$ cat src/hw/rtl/gbs_pkg.sv
// Shared types and constants for the greedy box suppressor.
// Used by the controller, the datapath and the top level; no dependencies.
`default_nettype none

package gbs_pkg;

  localparam int MAX_KEPT_DEF = 256;
  localparam int COORD_W      = 17;
  localparam int THR_W        = 17;
  localparam int POS_W        = 15;

  localparam logic [THR_W-1:0] THR_RESET = 17'd29491;
  localparam logic [POS_W-1:0] POS_MAX   = 15'd32767;

  typedef enum logic [1:0] {
    ST_IDLE,
    ST_SCAN,
    ST_DRAIN,
    ST_FINISH
  } ctl_state_t;

  // Controller to datapath
  typedef struct packed {
    logic load;    // latch candidate, clear hit flag, rewind scan index
    logic issue;   // read the next stored box into the compare pipeline
    logic finish;  // decide, store, publish result, update counters
  } ctl_cmd_t;

  // Datapath to controller
  typedef struct packed {
    logic store_empty;
    logic scan_last;
    logic pipe_idle;
    logic hit_seen;
  } ctl_stat_t;

endpackage

`default_nettype wire

$ cat src/hw/rtl/gbs_ctrl.sv
// Sequencing state machine for the greedy box suppressor.
// Depends on gbs_pkg for the state enum and the command/status structs.
`default_nettype none

module gbs_ctrl (
  input  logic              clk,
  input  logic              rst,
  input  logic              start,
  input  gbs_pkg::ctl_stat_t stat,
  output gbs_pkg::ctl_cmd_t  cmd,
  output logic              busy
);

  gbs_pkg::ctl_state_t state;
  gbs_pkg::ctl_state_t state_next;

  always_ff @(posedge clk) begin
    if (rst) begin
      state <= gbs_pkg::ST_IDLE;
    end else begin
      state <= state_next;
    end
  end

  always_comb begin
    state_next = state;
    case (state)
      gbs_pkg::ST_IDLE: begin
        if (start) begin
          state_next = stat.store_empty ? gbs_pkg::ST_FINISH : gbs_pkg::ST_SCAN;
        end
      end
      gbs_pkg::ST_SCAN: begin
        // stop early once any stored box has suppressed the candidate
        if (stat.hit_seen || stat.scan_last) begin
          state_next = gbs_pkg::ST_DRAIN;
        end
      end
      gbs_pkg::ST_DRAIN: begin
        if (stat.pipe_idle) begin
          state_next = gbs_pkg::ST_FINISH;
        end
      end
      gbs_pkg::ST_FINISH: begin
        state_next = gbs_pkg::ST_IDLE;
      end
      default: begin
        state_next = gbs_pkg::ST_IDLE;
      end
    endcase
  end

  always_comb begin
    cmd  = '0;
    busy = 1'b1;
    case (state)
      gbs_pkg::ST_IDLE: begin
        busy     = 1'b0;
        cmd.load = start;
      end
      gbs_pkg::ST_SCAN: begin
        cmd.issue = !stat.hit_seen;
      end
      gbs_pkg::ST_DRAIN: begin
        cmd = '0;
      end
      gbs_pkg::ST_FINISH: begin
        cmd.finish = 1'b1;
      end
      default: begin
        cmd = '0;
      end
    endcase
  end

endmodule

`default_nettype wire

$ cat config.mk
export PLATFORM = sky130hd
export DESIGN_NAME = gbs_ctrl
export DESIGN_NICKNAME = d
export VERILOG_FILES = /design/src/hw/rtl/gbs_pkg.sv /design/src/hw/rtl/gbs_ctrl.sv
export SDC_FILE = /design/constraint.sdc
export NUM_CORES = 1
export LEC_CHECK = 0
export BUFFER_PORTS_ARGS = -buffer_cell sky130_fd_sc_hd__buf_2
export CAP_MARGIN = 30
export CORE_AREA = 10 10 47 49
export DETAILED_ROUTE_END_ITERATION = 16
export DIE_AREA = 0 0 57 59
export GPL_TIMING_DRIVEN = 0
export SLEW_MARGIN = 10
export SYNTH_ARGS = -nofsm -noshare
export SYNTH_HDL_FRONTEND = slang
export SYNTH_SLANG_ARGS = --single-unit
export TNS_END_PERCENT = 100
$ cat constraint.sdc
create_clock -name clk -period 1.65 [get_ports clk]
set_input_delay 0.33 -clock clk [delete_from_list [all_inputs] [get_ports clk]]
set_output_delay 0.33 -clock clk [all_outputs]
set_load 0.03 [all_outputs]
Word-level counts from Yosys, hierarchy flattened
Cells that the tools add are included.

Output and inout port bits: 4. Logic and storage cells: 20. Input bits: 7. Bits in registers: 2.

Muxes and demuxes: 9. Eq/ne operators: 6. Reductions and logical operators: 4.

Operators by type and width (count): two-way mux 2 bit (4); case mux 2 bit (4 select lines) (1); inequality test 2 bit, second input constant (3); equality test 2 bit, second input constant (2); two-way mux 1 bit (4); AND reduction 3 bit (1); equality test 2 x 1 -> 1 bit, second input constant (1); logical NOT 2 bit (1); logical NOT 1 bit (1); logical OR 1 bit (1).

Depth between registers and ports, before layout
Depth after elaboration: 3. Gate-level depth with buffers: 5. Mapped depth without buffers: 5.

Worst setup path before layout
No wires, ideal clock.

Path kind: register to register. From: register state[1]. To: register state[1]. Path slack: 0.056 ns. Arrival time: 1.471 ns. Stages on the path, launching flop included: 6. Data required time: 1.527 ns. Cell sequence: dfxtp_1 inv_1 ha_1 nor2b_4 a222oi_1 mux2_1.

Longest elaborated chain between the ends: 3. Elaborated cells between the ends (all ways): 9.

RTL lines: start: declaration (line gbs_ctrl.sv:14) `gbs_pkg::ctl_state_t state;`; start signal: assignment (line gbs_ctrl.sv:19) `state <= gbs_pkg::ST_IDLE;`; start signal: assignment (line gbs_ctrl.sv:21) `state <= state_next;`; equality test 2 x 1 -> 1 bit (tied with other cells) (line gbs_ctrl.sv:27) `case (state)`; inequality test 2 bit (no line); AND reduction 3 bit (no line).

Several ways; a longest one is shown, not always the timed one. A chain may end at the register's enable or synchronous reset.

Worst setup path in the final report
Ends and elaborated chain as after synthesis.

==> metrics.txt <==
# TYPE chip_impl_metric gauge
chip_impl_metric{name="stdcell_count",unit=""} 53
chip_impl_metric{name="cts.clk_slew.worst_paths",unit="ns"} 0.03
chip_impl_metric{name="drc_errors",unit=""} 0
chip_impl_metric{name="dpl-instance-area",unit="µm²"} 275
chip_impl_metric{name="io_pins",unit=""} 11
chip_impl_metric{name="clock_sink_count",unit=""} 2
chip_impl_metric{name="htree_levels",unit=""} 1
chip_impl_metric{name="worst_slack",unit="ns"} 0.107
chip_impl_metric{name="power-per-cell-area",unit="mW/mm²"} 1720
chip_impl_metric{name="crit_fanout",unit=""} 4
chip_impl_metric{name="postSynthCellCount",unit=""} 23
chip_impl_metric{name="cts.hold.buffers_added",unit=""} 0
chip_impl_info{name="cts_tree",value="yes"} 1
chip_impl_metric{name="netlist_cell_types",unit=""} 10
chip_impl_metric{name="final_util",unit="%"} 22.0
chip_impl_metric{name="finalMaxSlewViolations",unit=""} 0
chip_impl_metric{name="detail_route.first_pass.iterations",unit=""} 4
chip_impl_metric{name="number_of_antenna_violations_at_the_first_check_in_global_routing",unit=""} 0
chip_impl_info{name="rr_endpoint",value="state[1]"} 1
chip_impl_metric{name="vias_per_cell",unit=""} 3.58
chip_impl_metric{name="worst-endpoint-required",unit="ns"} 1.75
chip_impl_info{name="worstHoldEndpoint",value="state[0]"} 1
chip_impl_metric{name="layout_min_cycle_time",unit="ns"} 1.54
chip_impl_metric{name="synthesis.nets",unit=""} 35
chip_impl_metric{name="grtUsageTotal",unit="%"} 3.42
chip_impl_info{name="holdCritPathClass",value="in2reg"} 1
chip_impl_metric{name="largest_reg_flops",unit=""} 2
chip_impl_metric{name="total_routed_wirelength",unit="µm"} 511
chip_impl_info{name="critPathTopFamily",value="compound AO/OA/AOI/OAI gates"} 1
chip_impl_info{name="post-synth-top-area-cell",value="sky130_fd_sc_hd__ha_1"} 1
chip_impl_metric{name="syn_avg_cell_area",unit="µm²"} 8.92
chip_impl_metric{name="drt-initial-drc-count",unit=""} 4
chip_impl_metric{name="yosysWarnings",unit=""} 0
chip_impl_metric{name="finalSetupViolCount",unit=""} 0
chip_impl_metric{name="antenna_violating_nets_post_route",unit=""} 0
chip_impl_metric{name="fillerInstances",unit=""} 161
chip_impl_info{name="worstHoldStart",value="rst"} 1
chip_impl_metric{name="portBuffers",unit=""} 10
chip_impl_metric{name="dp_worst_setup_slack",unit="ns"} -0.0311
chip_impl_metric{name="hold_viol",unit=""} 0
chip_impl_metric{name="design.core.area",unit="mm²"} 0.00140
chip_impl_metric{name="post-route-period-util",unit="%"} 93.5
chip_impl_metric{name="grt_start_max_net_pins",unit=""} 5
chip_impl_metric{name="dieArea",unit="mm²"} 0.00336
chip_impl_metric{name="worst_clock_skew",unit="ns"} 0.000982
chip_impl_metric{name="total_power_consumption_of_the_routed_design",unit="W"} 0.000530
chip_impl_metric{name="layout-area-overhead-vs-synth",unit="%"} 50.0
chip_impl_metric{name="row_count",unit=""} 14
chip_impl_info{name="critical_path.startpoint_type",value="flip-flop"} 1
chip_impl_info{name="rsz0062_at_grt",value="no"} 1
chip_impl_metric{name="peakVddDrop",unit="mV"} 0.330
chip_impl_metric{name="placed_cells",unit=""} 49
chip_impl_metric{name="cts_made_buffers",unit=""} 3
chip_impl_metric{name="critical_path.n_buffers_inverters",unit=""} 1
chip_impl_metric{name="seq_area_frac_synth",unit="%"} 19.5
chip_impl_metric{name="initial_core_util",unit="%"} 14.6
chip_impl_metric{name="fin_area",unit="µm²"} 308
chip_impl_metric{name="yosys_register_bits",unit=""} 2
chip_impl_info{name="crit_path_top_delay_cell",value="sky130_fd_sc_hd__a222oi_1"} 1
chip_impl_metric{name="place.gp.congestion",unit=""} 0.612
chip_impl_metric{name="routed_wire_length_per_instance",unit="µm"} 9.64
chip_impl_metric{name="die_boundary_height",unit="µm"} 59
chip_impl_metric{name="maximum_buffer_depth_of_the_clock_tree",unit=""} 2
chip_impl_metric{name="first_global_vias",unit=""} 196
chip_impl_metric{name="slew_at_the_pin_with_the_worst_max_slew_slack",unit="ns"} 0.422
chip_impl_metric{name="diodes",unit=""} 0
chip_impl_metric{name="die-width",unit="µm"} 57
chip_impl_info{name="status",value="complete, no violations"} 1
chip_impl_metric{name="max_cap_viol_count",unit=""} 0
chip_impl_metric{name="share_of_the_synthesized_area_in_the_top_cell_type",unit="%"} 30.5
chip_impl_metric{name="reg2reg_depth",unit=""} 5
chip_impl_info{name="synth.top_cells.by_area",value="sky130_fd_sc_hd__ha_1 30%, sky130_fd_sc_hd__dfxtp_1 20%, sky130_fd_sc_hd__inv_1 11%"} 1
chip_impl_metric{name="fmaxAchievable",unit="GHz"} 0.648
chip_impl_metric{name="layout-drive-gt1-share",unit="%"} 51.4
chip_impl_info{name="cts_root_buf",value="sky130_fd_sc_hd__clkbuf_4"} 1
chip_impl_info{name="reg.largest.list",value="state: 2 flops"} 1
chip_impl_metric{name="crit_path_max_incr_delay",unit="ns"} 0.39
chip_impl_info{name="max_flop_register",value="state"} 1
chip_impl_metric{name="post_synthesis_instance_area",unit="µm²"} 205
chip_impl_metric{name="layout.nets",unit=""} 51
chip_impl_metric{name="whs_path_depth",unit=""} 3
chip_impl_metric{name="area.sequential",unit="µm²"} 42.5
chip_impl_metric{name="p_leak",unit="nW"} 0.182
chip_impl_info{name="critical_path_capture_point_type",value="flip-flop"} 1
chip_impl_metric{name="critical_path_arrival",unit="ns"} 1.65
chip_impl_metric{name="globalRoute.totalOverflow",unit=""} 0
chip_impl_metric{name="relSlewSlack",unit="%"} 71.9
chip_impl_info{name="critical_path.cell_chain",value="inv_2, ha_1, nor2b_4, a222oi_1, mux2_1"} 1
chip_impl_metric{name="grt_pass1_wl",unit="µm"} 848
chip_impl_metric{name="reg2reg_slack",unit="ns"} 0.11
chip_impl_metric{name="clk-insertion-delay-late",unit="ns"} 0.23
chip_impl_metric{name="route.vias.total",unit=""} 190
chip_impl_metric{name="multi_input_comb_area",unit="µm²"} 143
chip_impl_info{name="timing.setup.critical_path_class",value="reg2reg"} 1
chip_impl_info{name="regToRegStartpoint",value="state[1]"} 1
-- worst min-delay path, stage by stage --
cell	delay, ns
sky130_fd_sc_hd__buf_2	0.11
sky130_fd_sc_hd__nand2b_1	0.10
sky130_fd_sc_hd__mux2i_1	0.06
-- synthesized netlist by cell type, drive strengths merged --
| cell | number |
|---|---|
| nor2 | 3 |
| dfxtp | 2 |
| ha | 5 |
| mux2 | 1 |
| nor2b | 1 |
| a222oi | 1 |
| inv | 6 |
| mux2i | 2 |
| nand2b | 1 |
| o21bai | 1 |
-- layout make-up --
type                            instances  share of cell area [%]
Multi-Input combinational cell         15                    46.3
Timing Repair Buffer                   11                    18.7
Sequential cell                         2                    13.8
Clock buffer                            3                    7.32
Inverter                                6                    7.32
Tap cell                               16                    6.50
-- report_power, final --
part / total (W) / switching, W / internal, W / leakage [nW]
combinational: 0.000320 / 0.000184 / 0.000136 / 0.151
clock: 0.000110 / 0.0000295 / 0.0000804 / 0.0138
sequential: 0.000100 / 0.0000244 / 0.0000760 / 0.0172
total: 0.000530 / 0.000238 / 0.000292 / 0.182
-- stage by stage --
step            TNS, ns  hold slack, ns
2_1_floorplan         0           0.482
3_3_place_gp   -0.00634           0.513
3_5_place_dp    -0.0311           0.530
4_1_cts               0           0.422
5_1_grt               0           0.435
6_report              0           0.423
-- routing by layer --
metal / GRT usage (%) / up-vias / wire length (µm)
met5: 0 / - / 0
met3: 3.43 / 2 / 97
li1: - / 102 / -
met4: 3.02 / 0 / 8
met2: 3.72 / 11 / 197
met1: 3.57 / 75 / 208
-- layout by cell type (no fill, tap or decap), drive strengths merged --
cell type,instances
nor2,3
buf,11
o21bai,1
clkbuf,3
ha,5
nor2b,1
inv,6
dfxtp,2
mux2,1
a222oi,1
nand2b,1
mux2i,2
-- kinds of logic (layout without fill, tap and decap cells) --
logic type	count (synthesis)	in the layout	synth area share, %
buffers and inverters	6	20	11.0
adder cells (fa/ha/maj)	5	5	30.5
AND/OR/NAND/NOR	5	5	15.2
multiplexers	3	3	15.2
AO/OA/AOI/OAI	2	2	8.54
flip-flops	2	2	19.5
-- worst max path at each step --
stage,endpoint,start,depth (start not counted)
2_1_floorplan,state[1],state[1],5
3_3_place_gp,state[1],state[1],5
3_5_place_dp,state[1],state[0],4
4_1_cts,state[1],state[0],4
5_1_grt,state[1],state[1],5
6_report,state[1],state[1],5
-- repair_timing --
| action | 4_1_cts | 5_1_grt |
|---|---|---|
| pin swaps | 1 | 1 |
| resized for setup | 0 | 4 |
| setup buffers | 1 | 0 |
| setup endpoints to repair | 1 | 2 |
Power figures use the tool's default switching activity.
